==> src/hdl/sld_pkg.sv <==
package sld_pkg;

  localparam logic [7:0] SyncByte0 = 8'h55;
  localparam logic [7:0] SyncByte1 = 8'hAA;

  typedef enum logic [1:0] {
    KIND_DATA  = 2'd0,
    KIND_GOOD  = 2'd1,
    KIND_BAD   = 2'd2,
    KIND_TRUNC = 2'd3
  } kind_e;

  typedef struct packed {
    logic [7:0] byte_value;
    logic       chunk_end;
  } req_t;

  typedef struct packed {
    kind_e      kind;
    logic [7:0] payload_byte;
    logic       frame_done;
  } res_t;

endpackage

==> src/hdl/sld_req_if.sv <==
interface sld_req_if;
  logic       valid;
  logic       ready;
  logic [7:0] byte_value;
  logic       chunk_end;

  modport source (output valid, output byte_value, output chunk_end, input ready);
  modport sink (input valid, input byte_value, input chunk_end, output ready);
endinterface

==> src/hdl/sld_res_if.sv <==
interface sld_res_if;
  logic            valid;
  logic            ready;
  sld_pkg::kind_e  kind;
  logic [7:0]      payload_byte;
  logic            frame_done;

  modport source (output valid, output kind, output payload_byte, output frame_done,
                  input ready);
  modport sink (input valid, input kind, input payload_byte, input frame_done,
                output ready);
endinterface

==> src/hdl/sld_parser.sv <==
module sld_parser (
  input  logic          clk_i,
  input  logic          rst_ni,
  input  logic          step_i,
  input  sld_pkg::req_t req_i,
  output logic          res_valid_o,
  output sld_pkg::res_t res_o
);

  typedef enum logic [2:0] {
    PH_SYNC0 = 3'd0,
    PH_SYNC1 = 3'd1,
    PH_LENHI = 3'd2,
    PH_LENLO = 3'd3,
    PH_BODY  = 3'd4,
    PH_CSUM  = 3'd5,
    PH_SKIP  = 3'd6
  } phase_e;

  phase_e      phase_q, phase_d;
  logic [7:0]  len_hi_q, len_hi_d;
  logic [15:0] left_q, left_d;
  logic [7:0]  sum_q, sum_d;
  logic        in_frame;
  logic [7:0]  b;

  assign b = req_i.byte_value;

  always_comb begin
    phase_d     = phase_q;
    len_hi_d    = len_hi_q;
    left_d      = left_q;
    sum_d       = sum_q;
    in_frame    = 1'b0;
    res_valid_o = 1'b0;
    res_o       = '{kind: sld_pkg::KIND_DATA, payload_byte: 8'h00, frame_done: 1'b0};
    case (phase_q)
      PH_SYNC0: begin
        if (b == sld_pkg::SyncByte0) begin
          sum_d   = b;
          phase_d = PH_SYNC1;
        end else begin
          phase_d = PH_SKIP;
        end
      end
      PH_SYNC1: begin
        if (b == sld_pkg::SyncByte1) begin
          sum_d   = sum_q + b;
          phase_d = PH_LENHI;
        end else begin
          phase_d = PH_SKIP;
        end
      end
      PH_LENHI: begin
        in_frame = 1'b1;
        len_hi_d = b;
        sum_d    = sum_q + b;
        phase_d  = PH_LENLO;
      end
      PH_LENLO: begin
        in_frame = 1'b1;
        left_d   = {len_hi_q, b};
        sum_d    = sum_q + b;
        phase_d  = ({len_hi_q, b} == 16'd0) ? PH_CSUM : PH_BODY;
      end
      PH_BODY: begin
        in_frame = 1'b1;
        sum_d    = sum_q + b;
        left_d   = left_q - 16'd1;
        if (left_q == 16'd1) begin
          phase_d = PH_CSUM;
        end
        if (!req_i.chunk_end) begin
          res_valid_o        = 1'b1;
          res_o.payload_byte = b;
        end
      end
      PH_CSUM: begin
        res_valid_o      = 1'b1;
        res_o.kind       = (b == sum_q) ? sld_pkg::KIND_GOOD : sld_pkg::KIND_BAD;
        res_o.frame_done = 1'b1;
        phase_d          = PH_SKIP;
      end
      default: begin
        phase_d = PH_SKIP;
      end
    endcase

    if (req_i.chunk_end) begin
      if (in_frame) begin
        res_valid_o = 1'b1;
        res_o       = '{kind: sld_pkg::KIND_TRUNC, payload_byte: 8'h00, frame_done: 1'b1};
      end
      phase_d  = PH_SYNC0;
      len_hi_d = 8'h00;
      left_d   = 16'd0;
      sum_d    = 8'h00;
    end
  end

  always_ff @(posedge clk_i or negedge rst_ni) begin
    if (!rst_ni) begin
      phase_q  <= PH_SYNC0;
      len_hi_q <= 8'h00;
      left_q   <= 16'd0;
      sum_q    <= 8'h00;
    end else if (step_i) begin
      phase_q  <= phase_d;
      len_hi_q <= len_hi_d;
      left_q   <= left_d;
      sum_q    <= sum_d;
    end
  end

endmodule

==> src/hdl/sync_length_checksum_deframer.sv <==
// frame parser for chunks of received bytes
// req_i: one request per byte, byte_value with chunk_end set on the chunk's
//   last byte; a frame is 0x55 0xaa, a 16-bit big-endian length, the
//   payload and an 8-bit additive checksum over everything before it
// res_o: payload bytes (kind data) as they arrive, then one status per
//   frame (good, checksum error or truncated) with frame_done set
// a request is registered in the input register and parsed there; its result
//   is loaded into the result register, which drives res_o.valid
// one byte per cycle while res_o does not stall; the input register and the result
//   register form a two-stage pipeline with ready chained back from res_o
// bad headers and bytes after the checksum give no result
// a stall on res_o holds the result register; the input register still
//   takes one more request, then req_i.ready drops until res_o drains
// reset clears both pipeline valids and returns the parser to waiting for
//   the first sync byte
module sync_length_checksum_deframer (
  input  logic      clk_i,
  input  logic      rst_ni,
  sld_req_if.sink   req_i,
  sld_res_if.source res_o
);

  logic          s1_valid_q;
  sld_pkg::req_t s1_req_q;
  logic          out_valid_q;
  sld_pkg::res_t out_res_q;
  logic          out_free;
  logic          step;
  logic          par_valid;
  sld_pkg::res_t par_res;

  assign out_free    = !out_valid_q || res_o.ready;
  assign step        = s1_valid_q && out_free;
  assign req_i.ready = !s1_valid_q || out_free;

  sld_parser u_parser (
    .clk_i       (clk_i),
    .rst_ni      (rst_ni),
    .step_i      (step),
    .req_i       (s1_req_q),
    .res_valid_o (par_valid),
    .res_o       (par_res)
  );

  always_ff @(posedge clk_i or negedge rst_ni) begin
    if (!rst_ni) begin
      s1_valid_q  <= 1'b0;
      out_valid_q <= 1'b0;
    end else begin
      if (req_i.ready) begin
        s1_valid_q <= req_i.valid;
      end
      if (out_free) begin
        out_valid_q <= step && par_valid;
      end
    end
  end

  always_ff @(posedge clk_i) begin
    if (req_i.ready && req_i.valid) begin
      s1_req_q <= '{byte_value: req_i.byte_value, chunk_end: req_i.chunk_end};
    end
    if (out_free) begin
      out_res_q <= par_res;
    end
  end

  assign res_o.valid        = out_valid_q;
  assign res_o.kind         = out_res_q.kind;
  assign res_o.payload_byte = out_res_q.payload_byte;
  assign res_o.frame_done   = out_res_q.frame_done;

  a_done_matches_kind: assert property (@(posedge clk_i) disable iff (!rst_ni)
    out_valid_q |-> (out_res_q.frame_done == (out_res_q.kind != sld_pkg::KIND_DATA)))
    else $error("frame_done disagrees with kind");

  a_status_no_data: assert property (@(posedge clk_i) disable iff (!rst_ni)
    (out_valid_q && out_res_q.frame_done) |-> (out_res_q.payload_byte == 8'h00))
    else $error("status result carries a payload byte");

  a_stage_holds: assert property (@(posedge clk_i) disable iff (!rst_ni)
    (s1_valid_q && !out_free) |=> (s1_valid_q && $stable(s1_req_q)))
    else $error("input stage lost a request during a stall");

endmodule

==> src/flat_wrapper.sv <==
// flat-port wrapper written by rule: the top's interface ports become plain ports
module sync_length_checksum_deframer_flat 
  (clk_i, rst_ni, req_i_valid, req_i_byte_value, req_i_chunk_end, req_i_ready, res_o_valid, res_o_kind, res_o_payload_byte, res_o_frame_done, res_o_ready);
  sld_req_if req_i_i ();
  sld_res_if res_o_i ();
  input  logic clk_i;
  input  logic rst_ni;
  input wire logic [$bits(req_i_i.valid)-1:0] req_i_valid;
  input wire logic [$bits(req_i_i.byte_value)-1:0] req_i_byte_value;
  input wire logic [$bits(req_i_i.chunk_end)-1:0] req_i_chunk_end;
  output wire logic [$bits(req_i_i.ready)-1:0] req_i_ready;
  output wire logic [$bits(res_o_i.valid)-1:0] res_o_valid;
  output wire logic [$bits(res_o_i.kind)-1:0] res_o_kind;
  output wire logic [$bits(res_o_i.payload_byte)-1:0] res_o_payload_byte;
  output wire logic [$bits(res_o_i.frame_done)-1:0] res_o_frame_done;
  input wire logic [$bits(res_o_i.ready)-1:0] res_o_ready;
  assign req_i_i.valid = req_i_valid;
  assign req_i_i.byte_value = req_i_byte_value;
  assign req_i_i.chunk_end = req_i_chunk_end;
  assign req_i_ready = req_i_i.ready;
  assign res_o_valid = res_o_i.valid;
  assign res_o_kind = res_o_i.kind;
  assign res_o_payload_byte = res_o_i.payload_byte;
  assign res_o_frame_done = res_o_i.frame_done;
  assign res_o_i.ready = res_o_ready;
  sync_length_checksum_deframer u_core (.clk_i(clk_i), .rst_ni(rst_ni), .req_i(req_i_i), .res_o(res_o_i));
endmodule
==> config.mk <==
export PLATFORM = sky130hd
export DESIGN_NAME = sync_length_checksum_deframer_flat
export DESIGN_NICKNAME = d
export VERILOG_FILES = /design/src/hdl/sld_pkg.sv /design/src/hdl/sld_req_if.sv /design/src/hdl/sld_res_if.sv /design/src/hdl/sld_parser.sv /design/src/hdl/sync_length_checksum_deframer.sv /design/src/flat_wrapper.sv
export SDC_FILE = /design/constraint.sdc
export NUM_CORES = 1
export LEC_CHECK = 0
export BUFFER_PORTS_ARGS = -buffer_cell sky130_fd_sc_hd__buf_2
export CORE_MARGIN = 2
export CORE_UTILIZATION = 62
export CTS_BUF_LIST = sky130_fd_sc_hd__clkbuf_2 sky130_fd_sc_hd__clkbuf_4 sky130_fd_sc_hd__clkbuf_8
export CTS_CLUSTER_DIAMETER = 60
export DETAILED_ROUTE_END_ITERATION = 10
export GPL_TIMING_DRIVEN = 0
export PLACE_DENSITY = 0.82
export SLEW_MARGIN = 20
export SYNTH_ARGS = -nofsm -noshare
export SYNTH_HDL_FRONTEND = slang
export SYNTH_SLANG_ARGS = --single-unit
==> constraint.sdc <==
create_clock -name clk_i -period 3.1 [get_ports clk_i]
set_clock_uncertainty 0.1 [all_clocks]
set_input_delay 0.155 -clock clk_i [delete_from_list [all_inputs] [get_ports clk_i]]
set_output_delay 0.155 -clock clk_i [all_outputs]
set_load 0.05 [all_outputs]
Word level (Yosys, flattened, before mapping). Cells that the tools add are included. Widths: inputs -> output; s select.

Register bits after elaboration: 57. Output and inout bits: 13. Word-level logic and storage cells: 68.

Multiplexer cells: 26. $add $sub $neg: 2. Equal/unequal tests: 12. Reduce and logical (&&, ||, !) cells: 17.

Operators with widths (count): $mux 8 (7); $pmux 16 s2 (1); $pmux 8 s3 (1); $mux 11 (2); $eq 16x1->1 const B (1); $logic_not 16->1 (1); $mux 16 (1); $sub 16x1->16 const B (1); $pmux 3 s5 (1); $mux 3 (4); $ne 3x2->1 const B (3); $add 8x8->8 (1); $eq 8x7->1 const B (1); $eq 8x8->1 (1); $eq 8x8->1 const B (1); $eq 3x2->1 const B (2); $eq 3x3->1 const B (2); $mux 1 (6); $reduce_and 2->1 (3); $mux 2 (2); $reduce_and 4->1 (1); $reduce_bool 4->1 (1); $eq 3x1->1 const B (1); $logic_and 1x1->1 (3); other kinds (7) (9).

Longest topological paths before layout.
Depth after elaboration: 6. Depth in mapped cells: 7.

By module. From an unflattened synthesis, not the netlist that was laid out.

Cells, all modules: 330. Area total of the unflattened synthesis: 3264.4 sq um.

By module, submodules not included: sld_parser (cells an instance 301, times used 1, sequential area each 875.8 sq um, area an instance 2573.7 sq um); sync_length_checksum_deframer (cells an instance 29, times used 1, sequential area each 650.6 sq um, area an instance 690.7 sq um).

Worst setup path after synthesis. OpenSTA, ideal clock, no wires.

Kind: reg-to-reg. Start point: register u_core.out_valid_q, in the netlist u_core.res_o.valid. End point: register u_core.u_parser.sum_q[0]. Slack: 761 ps. Cell stages (with the launch flop): 6. Arrival time: 2115 ps. Library setup time: 125 ps. Path buffers: 1. Cell sequence: dfrtp_1 nand2b_1 clkbuf_1 nand2_1 o21ba_2 mux2_2.

Longest elaborated chain between the ends: 4.

Ends and longest elaborated chain: from (decl) (line sync_length_checksum_deframer.sv:25) `logic out_valid_q;`; from (signal assigned) (line sync_length_checksum_deframer.sv:54) `out_valid_q <= step && par_valid;`; $logic_not 1->1 (line sync_length_checksum_deframer.sv:32) `assign out_free = !out_valid_q || res_o.ready;`; $logic_or 1x1->1 (line sync_length_checksum_deframer.sv:32); via u_core.out_free (line sync_length_checksum_deframer.sv:27) `logic out_free;`; $logic_and 1x1->1 (line sync_length_checksum_deframer.sv:33) `assign step = s1_valid_q && out_free;`; $reduce_and 4->1 (no source line); to (signal assigned) (line sld_parser.sv:111) `sum_q <= sum_d;`; to (decl) (line sld_parser.sv:23) `logic [7:0] sum_q, sum_d;`.

The timed path passes the listed nets, and every way through them passes these cells. A chain may end at the register's enable or synchronous reset.

Worst setup path after layout.
Start point: register u_core.out_valid_q, in the netlist u_core.res_o.valid. End point: register u_core.u_parser.left_q[6].

Longest elaborated chain between the ends: 4.

Ends and longest elaborated chain: $logic_not 1->1 (line sync_length_checksum_deframer.sv:32); $logic_or 1x1->1 (line sync_length_checksum_deframer.sv:32); via u_core.out_free (line sync_length_checksum_deframer.sv:27); $logic_and 1x1->1 (line sync_length_checksum_deframer.sv:33); $reduce_and 2->1 (no source line); to (signal assigned) (line sld_parser.sv:110) `left_q <= left_d;`; to (decl) (line sld_parser.sv:22) `logic [15:0] left_q, left_d;`.

The timed path passes the listed nets, and every way through them passes these cells.

==> results.py <==
metrics = {
    "timing": {
        "finalSetupTns_ns": 0,
        "fmax_mhz": 372,
        "worst_pin_slew_ns": 0.927,
        "fin_ws_ns": 0.410,
        "maxSlewViolCount": 0,
        "min_period_ns": 2.69,
        "maxSlewHeadroom_pct": 38.2,
        "grt_setup_unrepaired": "false",
        "hold_viol": 0,
        "hold_ws_ns": 0.0918,
        "period_share_pct": 86.8,
        "setup_violations": 0,
    },
    "cts": {
        "post-cts-setup-buffers": 0,
        "path_clk_slew_ns": 0.07,
        "cts_root_buf": "clkbuf_8",
        "clockBufferDepth": 2,
        "cts_resized": 0,
        "hold_buffers": 11,
        "clk_latency_ns": 0.35,
        "cts_buffers": 9,
        "htree_levels": 3,
        "tritoncts": "yes",
        "clock_sinks": 57,
    },
    "synthesis": {
        "synth_area_sq_um": 3240,
        "syn-instance-count": 336,
        "synthArstFlopShare_pct": 64.9,
        "syn-num-nets": 359,
        "synth_edf_count": 20,
        "synth.distinct_cells": 54,
        "yosysSeqAreaShare_pct": 47.1,
        "avgSynthCellArea_sq_um": 9.64,
        "ys.flop_type": "dfrtp_1",
        "ys_warn_count": 0,
        "ys_ff_latch": 57,
    },
    "global_routing": {
        "grt.overflow.total": 0,
        "grt_use_total_pct": 30.9,
        "grt_max_degree": 38,
        "grt_pass1_wl_microns": 13900,
        "grt_pass1_vias": 2930,
        "antenna_found_initial": 0,
    },
    "floorplanning": {
        "die_w_microns": 76.3,
        "num_rows": 26,
        "coreArea_sq_um": 5070,
        "die_h_microns": 76.3,
        "design.die.area_sq_um": 5820,
        "start_util_pct": 63.8,
        "num_io_pins": 26,
    },
    "setup_path": {
        "cp.arrival_ns": 2.80,
        "cp.required_ns": 3.21,
        "path_max_fanout": 17,
        "r2r_start": "u_core.res_o.valid",
        "worst-setup-path-type": "reg -> reg",
        "start_kind": "flip-flop",
        "r2r_setup_slack_ns": 0.41,
        "endpoint_kind": "flip-flop",
        "worstRegToRegCells": 7,
        "crit-reg2reg-capture": "u_core.u_parser.left_q[6]",
    },
    "detailed_routing": {
        "ant_nets": 0,
        "wl_per_cell_microns": 18.1,
        "dr.pass1.iters": 6,
        "drc": 0,
        "wl_microns": 8300,
        "num_vias": 2926,
        "vias_per_cell": 6.39,
        "drtIter0Drc": 235,
    },
    "min_path": {
        "hp-class": "in -> reg",
        "worstHoldStart": "res_o_ready",
        "hold_depth": 3,
        "holdPathEnd": "u_core.s1_valid_q",
    },
    "cells_and_area": {
        "final_nets": 406,
        "layout-drive-gt1-share_pct": 15.7,
        "n_antenna_cell": 0,
        "instances_no_fill": 458,
        "utilization_pct": 74.2,
        "syn_to_final_growth_pct": 16.3,
    },
    "power": {
        "power_density_nw_per_um2": 1050,
        "leakagePower_nw": 1.63,
        "ir_drop_mv": 0.568,
    },
    "place": {
        "place_ws_ns": 0.479,
        "dp_cells": 431,
        "port_buffers": 25,
        "gp_congestion": 0.875,
        "hpwl_microns": 5470,
    },
    "run": {
        "drv_cap": 0,
    },
    "status": {
        "status": "finished, final reports clean",
    },
}
## synth_stat cells, types with 4 or more instances
cell       count  share of area, %
a211oi_1       6               1.4
a21o_1         4              0.93
a21oi_1       27               4.2
and2_1         8               1.5
and3_1         7               1.4
clkbuf_1      12               1.4
dfrtp_1       37                29
edfxtp_1      20                19
ha_1           9               3.5
inv_1          7              0.81
mux2_2         6               2.1
mux2i_1        5               1.5
nand2_1       35               4.1
nand2b_1       5              0.97
nand3_1        5              0.77
nor2_1        26               3.0
nor3_1        13               2.0
nor4_1         7               1.4
o2111ai_1      4               1.1
o21ai_0       41               6.3
## placed cells by master, fill, tap and decap left out, types with 7 or more instances in the layout
cell type / instances
nor4_1: 7
dfrtp_1: 37
and3_1: 7
inv_1: 7
clkbuf_1: 12
dlygate4sd3_1: 11
nor2_1: 26
a21oi_1: 27
nand2_1: 35
edfxtp_1: 20
nor3_1: 13
clkbuf_8: 10
o21ai_0: 41
and2_1: 8
buf_2: 28
ha_1: 9
## layout make-up
type,instances,area [sq um]
multi-input cells,257,1630
flip-flops and latches,57,1530
fillers,368,1310
repair buffers,36,235
clock buffers,10,138
well taps,70,87.6
clock inverters,6,66.3
plain buffers,15,60.1
inverters,7,26.3
## worst max path at each step
stage | depth (start not counted) | from | slack (ns) | endpoint
after floorplan | 5 | u_core.res_o.valid | 0.76 | u_core.u_parser.sum_q[0]
after global placement | 7 | u_core.s1_req_q[1] | 0.55 | u_core.u_parser.sum_q[6]
after detailed placement | 7 | u_core.res_o.valid | 0.48 | u_core.u_parser.left_q[6]
after CTS | 7 | u_core.res_o.valid | 0.46 | u_core.u_parser.left_q[6]
after global routing | 7 | u_core.res_o.valid | 0.22 | u_core.u_parser.left_q[6]
final | 7 | u_core.res_o.valid | 0.41 | u_core.u_parser.left_q[6]
## where the power goes
group / switching, mW / internal [mW]
clock: 0.325 / 0.394
sequential: 0.218 / 1.05
combinational: 1.29 / 0.697
total: 1.83 / 2.14
## logic make-up (layout without fill, tap and decap cells)
group	count (synthesis)	after routing	share of synthesized area, %
adder cells (fa/ha/maj)	10	10	4.09
flip-flops	57	57	47.1
buffers and inverters	22	74	2.67
AO/OA/AOI/OAI	104	104	20.3
XOR/XNOR	7	7	2.12
AND/OR/NAND/NOR	125	125	20.0
multiplexers	11	11	3.63
## metal layers
metal	wire, microns	part of all wire (%)	GRT usage, %
met3	650	7.8	9.36
met4	186	2.2	11.6
met2	4060	49	49.9
met5	0	0	0
met1	3400	41	39.4
## critical path, cell delays in order, from the launching register on
cell      delay (ns)
dfrtp_1         0.40
nand2b_1        0.08
clkbuf_1        0.69
nand2_1         0.39
a21o_1          0.30
clkbuf_1        0.23
o21ai_0         0.23
o21ai_0         0.11
## sequential cells by signal (all words and copies together) (netlist names)
| name | cells |
|---|---|
| u_core.u_parser.sum_q | 8 |
| u_core.res_o.valid | 1 |
| u_core.u_parser.len_hi_q | 8 |
| u_core.res_o.frame_done | 1 |
| u_core.res_o.payload_byte | 8 |
| u_core.u_parser.left_q | 16 |
| u_core.s1_valid_q | 1 |
| u_core.s1_req_q | 9 |
| u_core.res_o.kind | 2 |
| u_core.u_parser.phase_q | 3 |
## through the flow
step                instance area [sq um]  power, mW
floorplan                            3240       2.73
global placement                     3450       3.11
detailed placement                   3450       3.18
CTS                                  3770       3.92
global route                         3770       4.24
finish                               3770       3.97
(Power assumes the default switching activity.)
